--- src/hdl/stack_of_stacks_engine_assert.svh ---
// assertion macros shared by the stack engine modules
// expects clk_i and rst_ni in the scope of every use
`ifndef STACK_OF_STACKS_ENGINE_ASSERT_SVH
`define STACK_OF_STACKS_ENGINE_ASSERT_SVH

// condition holds at every clock edge out of reset
`define SOS_ASSERT_ALWAYS(lbl, cond, msg) \
  lbl: assert property (@(posedge clk_i) disable iff (!rst_ni) (cond)) else $error(msg);

// consequence holds in the cycle after the antecedent
`define SOS_ASSERT_NEXT(lbl, ante, cons, msg) \
  lbl: assert property (@(posedge clk_i) disable iff (!rst_ni) (ante) |=> (cons)) else $error(msg);

`endif

--- src/hdl/sos_pkg.sv ---
// shared types and codes of the stack-of-stacks engine
// no dependencies
`timescale 1ns / 1ps
`default_nettype none

package sos_pkg;

  typedef enum logic [2:0] {
    CMD_PUSH     = 3'd0,
    CMD_POP      = 3'd1,
    CMD_PEEK     = 3'd2,
    CMD_DUP      = 3'd3,
    CMD_CLEAR    = 3'd4,
    CMD_SPLIT    = 3'd5,
    CMD_COLLAPSE = 3'd6,
    CMD_XFER     = 3'd7
  } cmd_e;

  localparam logic [1:0] ST_OK       = 2'd0;
  localparam logic [1:0] ST_OVERFLOW = 2'd1;
  localparam logic [1:0] ST_NO_SOSS  = 2'd2;

  typedef struct packed {
    logic [2:0]         command;
    logic signed [31:0] operand;
  } sos_in_t;

  typedef struct packed {
    logic signed [31:0] read_value;
    logic [4:0]         stack_count;
    logic [1:0]         status;
  } sos_out_t;

  typedef enum logic [5:0] {
    OP_NONE, OP_LOAD, OP_SB, OP_PUSH, OP_RD_TOP, OP_POP, OP_PEEK, OP_CLEAR,
    OP_SET_FULL, OP_SET_NOSOSS, OP_CUT_INIT, OP_NEW_STACK, OP_PAD_INIT,
    OP_MV_RD, OP_MV_WR_DN, OP_MV_WR_UP, OP_PZ_INIT, OP_ZERO, OP_FILL_INIT,
    OP_MVUP_INIT, OP_SOSS_POP, OP_DROP, OP_XIN_INIT, OP_XIN_P2, OP_XOUT_INIT,
    OP_XOUT_P2, OP_SW_RA, OP_SW_RB, OP_SW_WA, OP_SW_WB, OP_XFER_FIN,
    OP_XFER_PAD, OP_REBASE
  } dp_op_e;

  typedef struct packed {
    dp_op_e op;
    logic   res_load;
  } dp_ctrl_t;

  typedef struct packed {
    logic [2:0] cmd;
    logic       neg;
    logic       mag_zero;
    logic       d_zero;
    logic       mag_le_d;
    logic       cnt_full;
    logic       cnt_lt2;
    logic       len_zero;
    logic       len_ge2;
    logic       mag_gt_k;
  } dp_stat_t;

endpackage

`default_nettype wire

--- src/hdl/sos_controller.sv ---
// controller: sequences the datapath steps of each command and the result handshake
// depends on sos_pkg and the assertion macro header
`timescale 1ns / 1ps
`default_nettype none
`include "stack_of_stacks_engine_assert.svh"

module sos_controller import sos_pkg::*; (
  input  wire logic     clk_i,
  input  wire logic     rst_ni,
  input  wire logic     in_valid_i,
  output logic          in_stall_o,
  output logic          out_valid_o,
  input  wire logic     out_stall_i,
  input  wire dp_stat_t stat_i,
  output dp_ctrl_t      ctrl_o
);

  typedef enum logic [4:0] {
    S_IDLE, S_SB, S_PUSH, S_RD_TOP, S_RD_CAP, S_CLEAR, S_FULL, S_NOSOSS,
    S_CUT, S_NEW_STACK, S_PAD_INIT, S_MVDN_RD, S_MVDN_WR, S_PZ_INIT, S_ZERO,
    S_FILL_INIT, S_MVUP_INIT, S_MVUP_RD, S_MVUP_WR, S_SOSS_POP, S_DROP,
    S_XIN_INIT, S_XOUT_INIT, S_SW_RA, S_SW_RB, S_SW_WA, S_SW_WB, S_XP2,
    S_XFIN, S_XPAD, S_REBASE, S_DONE
  } state_e;

  state_e state_q, state_d;
  logic   pass_q, pass_d;
  logic   out_valid_q, out_valid_d;
  logic   pos;

  assign pos = !stat_i.neg && !stat_i.mag_zero;

  always_comb begin
    state_d         = state_q;
    pass_d          = pass_q;
    ctrl_o.op       = OP_NONE;
    ctrl_o.res_load = 1'b0;
    out_valid_d     = out_valid_q && out_stall_i;

    unique case (state_q)
      S_IDLE: begin
        if (in_valid_i) begin
          ctrl_o.op = OP_LOAD;
          state_d   = S_SB;
        end
      end
      S_SB: begin
        ctrl_o.op = OP_SB;
        unique case (stat_i.cmd) inside
          CMD_PUSH: state_d = S_PUSH;
          CMD_POP, CMD_PEEK: state_d = stat_i.d_zero ? S_DONE : S_RD_TOP;
          CMD_DUP: state_d = stat_i.d_zero ? S_PUSH : S_RD_TOP;
          CMD_CLEAR: state_d = S_CLEAR;
          CMD_SPLIT: begin
            if (stat_i.cnt_full) state_d = S_FULL;
            else if (pos) state_d = stat_i.mag_le_d ? S_CUT : S_PAD_INIT;
            else state_d = S_FILL_INIT;
          end
          CMD_COLLAPSE: begin
            if (stat_i.cnt_lt2) state_d = S_NOSOSS;
            else if (pos) state_d = stat_i.mag_le_d ? S_MVUP_INIT : S_PAD_INIT;
            else state_d = S_SOSS_POP;
          end
          default: begin
            if (stat_i.cnt_lt2) state_d = S_NOSOSS;
            else state_d = stat_i.neg ? S_XOUT_INIT : S_XIN_INIT;
          end
        endcase
      end
      S_PUSH: begin
        ctrl_o.op = OP_PUSH;
        state_d   = S_DONE;
      end
      S_RD_TOP: begin
        ctrl_o.op = OP_RD_TOP;
        state_d   = S_RD_CAP;
      end
      S_RD_CAP: begin
        if (stat_i.cmd == CMD_POP) begin
          ctrl_o.op = OP_POP;
          state_d   = S_DONE;
        end else if (stat_i.cmd == CMD_PEEK) begin
          ctrl_o.op = OP_PEEK;
          state_d   = S_DONE;
        end else begin
          state_d = S_PUSH;
        end
      end
      S_CLEAR: begin
        ctrl_o.op = OP_CLEAR;
        state_d   = S_DONE;
      end
      S_FULL: begin
        ctrl_o.op = OP_SET_FULL;
        state_d   = S_DONE;
      end
      S_NOSOSS: begin
        ctrl_o.op = OP_SET_NOSOSS;
        state_d   = S_DONE;
      end
      S_CUT: begin
        ctrl_o.op = OP_CUT_INIT;
        state_d   = S_NEW_STACK;
      end
      S_NEW_STACK: begin
        ctrl_o.op = OP_NEW_STACK;
        state_d   = S_DONE;
      end
      S_PAD_INIT: begin
        ctrl_o.op = OP_PAD_INIT;
        state_d   = S_MVDN_RD;
      end
      // shift the stack up by the pad, highest cell first
      S_MVDN_RD: begin
        if (stat_i.len_zero) begin
          state_d = S_PZ_INIT;
        end else begin
          ctrl_o.op = OP_MV_RD;
          state_d   = S_MVDN_WR;
        end
      end
      S_MVDN_WR: begin
        ctrl_o.op = OP_MV_WR_DN;
        state_d   = S_MVDN_RD;
      end
      S_PZ_INIT: begin
        ctrl_o.op = OP_PZ_INIT;
        state_d   = S_ZERO;
      end
      S_ZERO: begin
        if (!stat_i.len_zero) begin
          ctrl_o.op = OP_ZERO;
        end else if (stat_i.cmd == CMD_SPLIT) begin
          state_d = S_NEW_STACK;
        end else if (stat_i.cmd == CMD_COLLAPSE) begin
          state_d = S_DROP;
        end else begin
          state_d = stat_i.neg ? S_REBASE : S_DONE;
        end
      end
      S_FILL_INIT: begin
        ctrl_o.op = OP_FILL_INIT;
        state_d   = S_ZERO;
      end
      S_MVUP_INIT: begin
        ctrl_o.op = OP_MVUP_INIT;
        state_d   = S_MVUP_RD;
      end
      S_MVUP_RD: begin
        if (stat_i.len_zero) begin
          state_d = S_DROP;
        end else begin
          ctrl_o.op = OP_MV_RD;
          state_d   = S_MVUP_WR;
        end
      end
      S_MVUP_WR: begin
        ctrl_o.op = OP_MV_WR_UP;
        state_d   = S_MVUP_RD;
      end
      S_SOSS_POP: begin
        ctrl_o.op = OP_SOSS_POP;
        state_d   = S_DROP;
      end
      S_DROP: begin
        ctrl_o.op = OP_DROP;
        state_d   = S_DONE;
      end
      S_XIN_INIT: begin
        ctrl_o.op = OP_XIN_INIT;
        pass_d    = 1'b0;
        state_d   = S_SW_RA;
      end
      S_XOUT_INIT: begin
        ctrl_o.op = OP_XOUT_INIT;
        pass_d    = 1'b0;
        state_d   = S_SW_RA;
      end
      // each swap of the range ends reads both cells, then writes both back
      S_SW_RA: begin
        if (!stat_i.len_ge2) begin
          state_d = pass_q ? S_XFIN : S_XP2;
        end else begin
          ctrl_o.op = OP_SW_RA;
          state_d   = S_SW_RB;
        end
      end
      S_SW_RB: begin
        ctrl_o.op = OP_SW_RB;
        state_d   = S_SW_WA;
      end
      S_SW_WA: begin
        ctrl_o.op = OP_SW_WA;
        state_d   = S_SW_WB;
      end
      S_SW_WB: begin
        ctrl_o.op = OP_SW_WB;
        state_d   = S_SW_RA;
      end
      S_XP2: begin
        ctrl_o.op = stat_i.neg ? OP_XOUT_P2 : OP_XIN_P2;
        pass_d    = 1'b1;
        state_d   = S_SW_RA;
      end
      S_XFIN: begin
        ctrl_o.op = OP_XFER_FIN;
        state_d   = stat_i.mag_gt_k ? S_XPAD : S_DONE;
      end
      S_XPAD: begin
        ctrl_o.op = OP_XFER_PAD;
        state_d   = S_ZERO;
      end
      S_REBASE: begin
        ctrl_o.op = OP_REBASE;
        state_d   = S_DONE;
      end
      S_DONE: begin
        if (!out_valid_q || !out_stall_i) begin
          ctrl_o.res_load = 1'b1;
          out_valid_d     = 1'b1;
          state_d         = S_IDLE;
        end
      end
      default: state_d = S_IDLE;
    endcase
  end

  always_ff @(posedge clk_i or negedge rst_ni) begin
    if (!rst_ni) begin
      state_q     <= S_IDLE;
      pass_q      <= 1'b0;
      out_valid_q <= 1'b0;
    end else begin
      state_q     <= state_d;
      pass_q      <= pass_d;
      out_valid_q <= out_valid_d;
    end
  end

  assign in_stall_o  = (state_q != S_IDLE);
  assign out_valid_o = out_valid_q;

  `SOS_ASSERT_NEXT(a_accept_starts, in_valid_i && state_q == S_IDLE, state_q == S_SB, "accepted transaction did not start")
  `SOS_ASSERT_NEXT(a_load_shows, ctrl_o.res_load, out_valid_q, "result load without valid")
  `SOS_ASSERT_NEXT(a_done_waits, state_q == S_DONE && out_valid_q && out_stall_i, state_q == S_DONE, "result overwritten while stalled")

endmodule

`default_nettype wire

--- config.mk ---
export PLATFORM = sky130hd
export DESIGN_NAME = sos_controller
export DESIGN_NICKNAME = d
export VERILOG_FILES = /design/src/hdl/sos_pkg.sv /design/src/hdl/sos_controller.sv
export VERILOG_INCLUDE_DIRS = /design/src /design/src/hdl
export SDC_FILE = /design/constraint.sdc
export NUM_CORES = 1
export LEC_CHECK = 0
export ABC_AREA = 1
export BUFFER_PORTS_ARGS = -buffer_cell sky130_fd_sc_hd__buf_2
export CAP_MARGIN = 20
export CORE_ASPECT_RATIO = 1.2
export CORE_UTILIZATION = 56
export DETAILED_ROUTE_END_ITERATION = 6
export PLACE_DENSITY = 0.9
export SYNTH_ARGS = -nofsm -noshare
export SYNTH_HDL_FRONTEND = slang
export SYNTH_SLANG_ARGS = --single-unit
--- constraint.sdc ---
create_clock -name clk_i -period 3.35 [get_ports clk_i]
set_clock_uncertainty 0.1 [all_clocks]
set_input_delay 1.005 -clock clk_i [delete_from_list [all_inputs] [get_ports clk_i]]
set_output_delay 1.005 -clock clk_i [all_outputs]
set_load 0.01 [all_outputs]
==> flow_summary.ini, run 1 <==
[clock_tree]
clock-root-buffer = clkbuf_4
clk_path_buf_depth = 2
ctsHtreeMaxLevel = 1
path_clk_slew_ns = 0.04
clock-sinks = 7
cts_hold_buf = 0
numCtsBuffers = 3
clk_latency_ns = 0.26
cts_tree = yes

[floorplan]
die_h_um = 56.7
fp.coreArea_um2 = 2330
die_area_um2 = 2700
chipWidth_um = 47.6
start_util_pct = 60.0
num_io_pins = 25
rows = 19

[worst_setup_path]
r2r-end = state_q[4]
worstSetupPathType = in -> out
r2r_slack_ns = 1.22
endpoint = ctrl_o[3]
crit_fanout = 4
cp_data_arrival_time_ns = 2.08
r2r_cells = 10
r2r-start = state_q[1]
cp-end-kind = primary output
worstSetupStartpoint = stat_i[10]
critPathRequiredTime_ns = 2.24
critPathLaunchType = input port

[routing]
wl_per_cell_um = 13.1
ant_nets = 0
first_iter_violations = 116
drcViolationCount = 0
vias = 1829
viasPerCell = 5.61
dr.pass1.iters = 5
wirelength_mm = 4.27

[synth]
syn_nets = 285
ys_warn_count = 0
avgSynthCellArea_um2 = 5.20
ys_seq_elements = 7
netlist_instances = 269
netlist-cell-type-count = 28
ys_seq_area_share_pct = 12.5
synth_area_um2 = 1400

[sta]
rsz0062_at_grt = false
relSlewSlack_pct = 75.7
worstMarginPinSlew_ns = 0.363
tns_ns = 0
finalCritPeriodShare_pct = 95.1
layout_min_cycle_time_ns = 3.18
finalSetupViolCount = 0
final_hold_viol_count = 0
timing.fmax_mhz = 314
slew_viol_final = 0

[placement]
post-place-cells = 322
dpl.hpwl_mm = 3.50
gp_congestion = 0.979
io_buffer_count = 24

[grt]
grt_use_met1_pct = 50.4
grt_max_degree = 20
grt_pass1_wl_mm = 7.03
globalRouteOverflowTotal = 0
use_met3_pct = 6.43
antenna_found_initial = 0
grt_util_all_layers_pct = 36.5
grt_pass1_vias = 1633
grt_busiest_layer = met2
use_met2_pct = 51.7

[hold_path]
hp-class = reg -> reg

[power_and_ir_drop]
p_leak_uw = 0.000968
powerDensity_nw_per_um2 = 912
ir_drop_v = 0.000631

[cells_and_area]
fin_cells = 326
diodes = 0
syn2layout_area_growth_pct = 13.0
fillers = 257
layout_common_cells = 75 x nand2_1, 48 x nor2_1, 41 x nand3_1
final_common_cell = nand2_1
fin_nets = 312
layout-drive-gt1-share_pct = 20.0

[job]
drv_cap = 0

[outcome]
status = complete, no violations
==> kinds of logic after synthesis <==
kind of cell / count (synthesis) / share of synthesized area (%)
simple gates: 206 / 69.0
compound gates: 13 / 5.91
buf+inv: 43 / 12.5
flops: 7 / 12.5
==> cell type report <==
class	count	area [µm²]	share of cell area (%)
multi-input combinational	219	1050	66.6
sequential	7	176	11.2
timing repair buffer	27	143	9.03
inverter	38	143	9.03
tap	31	38.8	2.46
clock buffer	4	26.3	1.66
==> sequential cells by signal, summed over array words and instances (netlist names) <==
register     cells
pass_q           1
out_valid_o      1
state_q          5
==> worst max-delay path, cell delays in order <==
cell	delay (ns)
buf_2	0.11
inv_1	0.07
nand2_1	0.13
nand2_2	0.10
nand2_2	0.08
nor2_2	0.05
nor2_2	0.10
clkinv_1	0.09
nor2_1	0.11
nand4_1	0.08
buf_2	0.15
==> report_power, final <==
group	switching [µW]	total [µW]	internal (µW)	leakage [µW]
Clock	33.8	79.4	45.6	0.0000150
Combinational	747	1140	388	0.000868
Sequential	93.8	226	132	0.0000849
==> stage by stage <==
stage	utilization (%)	cell area [µm²]	setup slack, ns	hold WS, ns	power, µW
floorplan	-	1400	0.441	0.342	1040
global placement	66.4	1550	0.179	0.364	1330
detailed placement	66.4	1550	0.140	0.373	1340
CTS	67.5	1570	0.137	0.382	1420
global route	67.8	1580	0.000852	0.411	1600
finish	67.8	1580	0.165	0.372	1440
==> worst min-delay path by stage <==
stage          depth (start not counted)    from     end
6_report                               2  pass_q  pass_q
5_1_grt                                2  pass_q  pass_q
4_1_cts                                2  pass_q  pass_q
3_5_place_dp                           2  pass_q  pass_q
3_3_place_gp                           2  pass_q  pass_q
2_1_floorplan                          2  pass_q  pass_q
==> Yosys cell counts <==
| cell | number | area share (%) |
|---|---|---|
| clkinv_1 | 1 | 0.27 |
| clkbuf_1 | 1 | 0.27 |
| a21oi_1 | 3 | 1.1 |
| o31ai_1 | 2 | 1.1 |
| nand2_4 | 1 | 0.81 |
| buf_2 | 3 | 1.1 |
| or2_1 | 1 | 0.45 |
| o21ai_0 | 3 | 1.1 |
| nor3_4 | 1 | 1.2 |
| nand3b_1 | 2 | 1.1 |
| nor2_1 | 48 | 13 |
| a31oi_1 | 1 | 0.45 |
| nor4_1 | 1 | 0.45 |
| clkbuf_8 | 1 | 0.98 |
| nand2_1 | 77 | 21 |
| a221oi_1 | 1 | 0.63 |
| nand3_1 | 41 | 15 |
| nand4_1 | 10 | 4.5 |
| inv_2 | 6 | 1.6 |
| nand2_2 | 6 | 2.7 |
| nor3_2 | 2 | 1.4 |
| nor3_1 | 6 | 2.1 |
| nor2_4 | 3 | 2.4 |
| nand3_2 | 2 | 1.4 |
| nor2_2 | 5 | 2.2 |
| inv_1 | 31 | 8.3 |
| o211ai_1 | 3 | 1.6 |
| dfrtp_1 | 7 | 13 |
==> repair_timing <==
action                                  in CTS  in global routing
endpoints found under the setup margin       0                  1
gates resized for setup                      0                  3
setup buffers                                0                  0
==> metal layers <==
metal	wire [µm]	share of wire (%)
met1	1740	41
met2	1920	45
met3	402	9.4
met4	208	4.9
met5	0	0
No activity file was read; power rests on OpenSTA's default activity.
==> run 2: changes to the inputs <==
==> constraint.sdc (replaced) <==
create_clock -name clk_i -period 3.35 [get_ports clk_i]
set_clock_uncertainty 0.1 [all_clocks]
set_input_delay 0.1675 -clock clk_i [delete_from_list [all_inputs] [get_ports clk_i]]
set_output_delay 0.1675 -clock clk_i [all_outputs]
set_load 0.01 [all_outputs]
==> flow_summary.ini, run 2 (synthesis gave the netlist of run 1 again) <==
[sta]
relSlewSlack_pct = 75.2
tns_ns = 0
timing.fmax_mhz = 468
rsz0062_at_grt = false
finalSetupViolCount = 0
layout_min_cycle_time_ns = 2.14
worstMarginPinSlew_ns = 0.372
slew_viol_final = 0
final_hold_viol_count = 0
finalCritPeriodShare_pct = 63.8

[routing]
first_iter_violations = 130
wl_per_cell_um = 13.4
viasPerCell = 5.65
vias = 1837
ant_nets = 0
dr.pass1.iters = 6
wirelength_mm = 4.35
drcViolationCount = 0

[floorplan]
rows = 19
die_area_um2 = 2700
start_util_pct = 60.0
num_io_pins = 25
die_h_um = 56.7
fp.coreArea_um2 = 2330
chipWidth_um = 47.6

[worst_setup_path]
r2r-end = state_q[3]
slowest_stage = dfrtp_1
critPathRequiredTime_ns = 3.08
crit_fanout = 6
critPathLaunchType = flip-flop
r2r_cells = 10
cp_data_arrival_time_ns = 1.87
r2r_slack_ns = 1.35
cp-end-kind = primary output
max_stage_delay_ns = 0.44
worstSetupPathType = reg -> out
r2r-start = state_q[0]
path_cells = nand2_1 -> inv_1 -> nand3_2 -> nor2_1 -> or2_1 -> a31oi_1 -> nand4_1 -> buf_2
worst-path-buf-inv = 2
cp_top_family = simple AND/OR/NAND/NOR gates

[hold_path]
hp-class = in -> reg
min_delay_path_depth = 3
whs_endpoint = out_valid_o
min_from = out_stall_i

[cells_and_area]
top_register = state_q
final_core_util_pct = 67.3
layout_common_cells = 77 x nand2_1, 48 x nor2_1, 41 x nand3_1
syn2layout_area_growth_pct = 12.3
fin_nets = 311
diodes = 0
final_common_cell = nand2_1
layout-drive-gt1-share_pct = 18.7
largest_reg_flops = 5

[grt]
antenna_found_initial = 0
grt_pass1_vias = 1551
globalRouteOverflowTotal = 0
grt_max_degree = 26
grt_util_all_layers_pct = 34.3
grt_pass1_wl_mm = 6.78

[placement]
gp_congestion = 1.01
dpl.hpwl_mm = 3.60
io_buffer_count = 24

[power_and_ir_drop]
ir_drop_v = 0.000819
powerDensity_nw_per_um2 = 926
p_leak_uw = 0.000967

[clock_tree]
clk_path_buf_depth = 2
cts_tree = yes
ctsHtreeMaxLevel = 1
numCtsBuffers = 3
clock-root-buffer = clkbuf_4
clock-sinks = 7
clk_latency_ns = 0.26
path_clk_slew_ns = 0.06

[job]
drv_cap = 0

[outcome]
status = complete, no violations
## run 2: layout make-up
cell class | instances | area (µm²)
multi-input cells | 219 | 1050
fillers | 244 | 761
flip-flops and latches | 7 | 175
inverters | 38 | 143
repair buffers | 26 | 138
well taps | 31 | 38.8
clock buffers | 3 | 22.5
clock inverters | 1 | 5.00
## run 2: metrics by stage
stage                     power (µW)  worst slack, ns  instance area, µm²  hold WS, ns  std cells
after detailed placement        1340             1.44                1530      -0.0918        320
after global routing            1580             1.11                1570       0.0529        325
after CTS                       1430             1.23                1570       0.0371        325
after global placement          1360             1.46                1530      -0.0922        320
final                           1450             1.21                1570       0.0379        325
after floorplan                 1040             1.75                1400       -0.228        269
## run 2: where the power goes
group	switching, µW	internal, µW	total (µW)	leakage [µW]
registers	59.7	131	191	0.0000860
logic	803	381	1180	0.000863
clock network	34.1	43.8	77.8	0.0000177
## run 2: how the worst max path moves through the flow
stage | from | endpoint | slack (ns) | cells after the start
global placement | state_q[0] | state_q[0] | 1.46 | 10
CTS | state_q[0] | ctrl_o[2] | 1.23 | 8
finish | state_q[0] | ctrl_o[2] | 1.21 | 8
detailed placement | state_q[0] | state_q[3] | 1.44 | 10
floorplan | state_q[4] | ctrl_o[2] | 1.75 | 7
global route | state_q[0] | ctrl_o[2] | 1.11 | 8
## run 2: layer usage
layer / track usage [%] / wire length (µm) / up-vias
li1: - / - / 921
met1: 48.1 / 1740 / 792
met2: 54.8 / 2060 / 114
met3: 1.93 / 453 / 10
met4: 10.7 / 87 / 0
met5: 0 / 0 / -
## run 2: repair_timing
item	in CTS	in global routing
hold endpoints to repair	7	0
buffers inserted	0	0
hold buffers	1	0
resized for setup	0	0
## run 2: tightest hold or removal path, stage by stage
cell,delay (ns)
buf_2,0.08
nand2_1,0.05
nand2_1,0.06
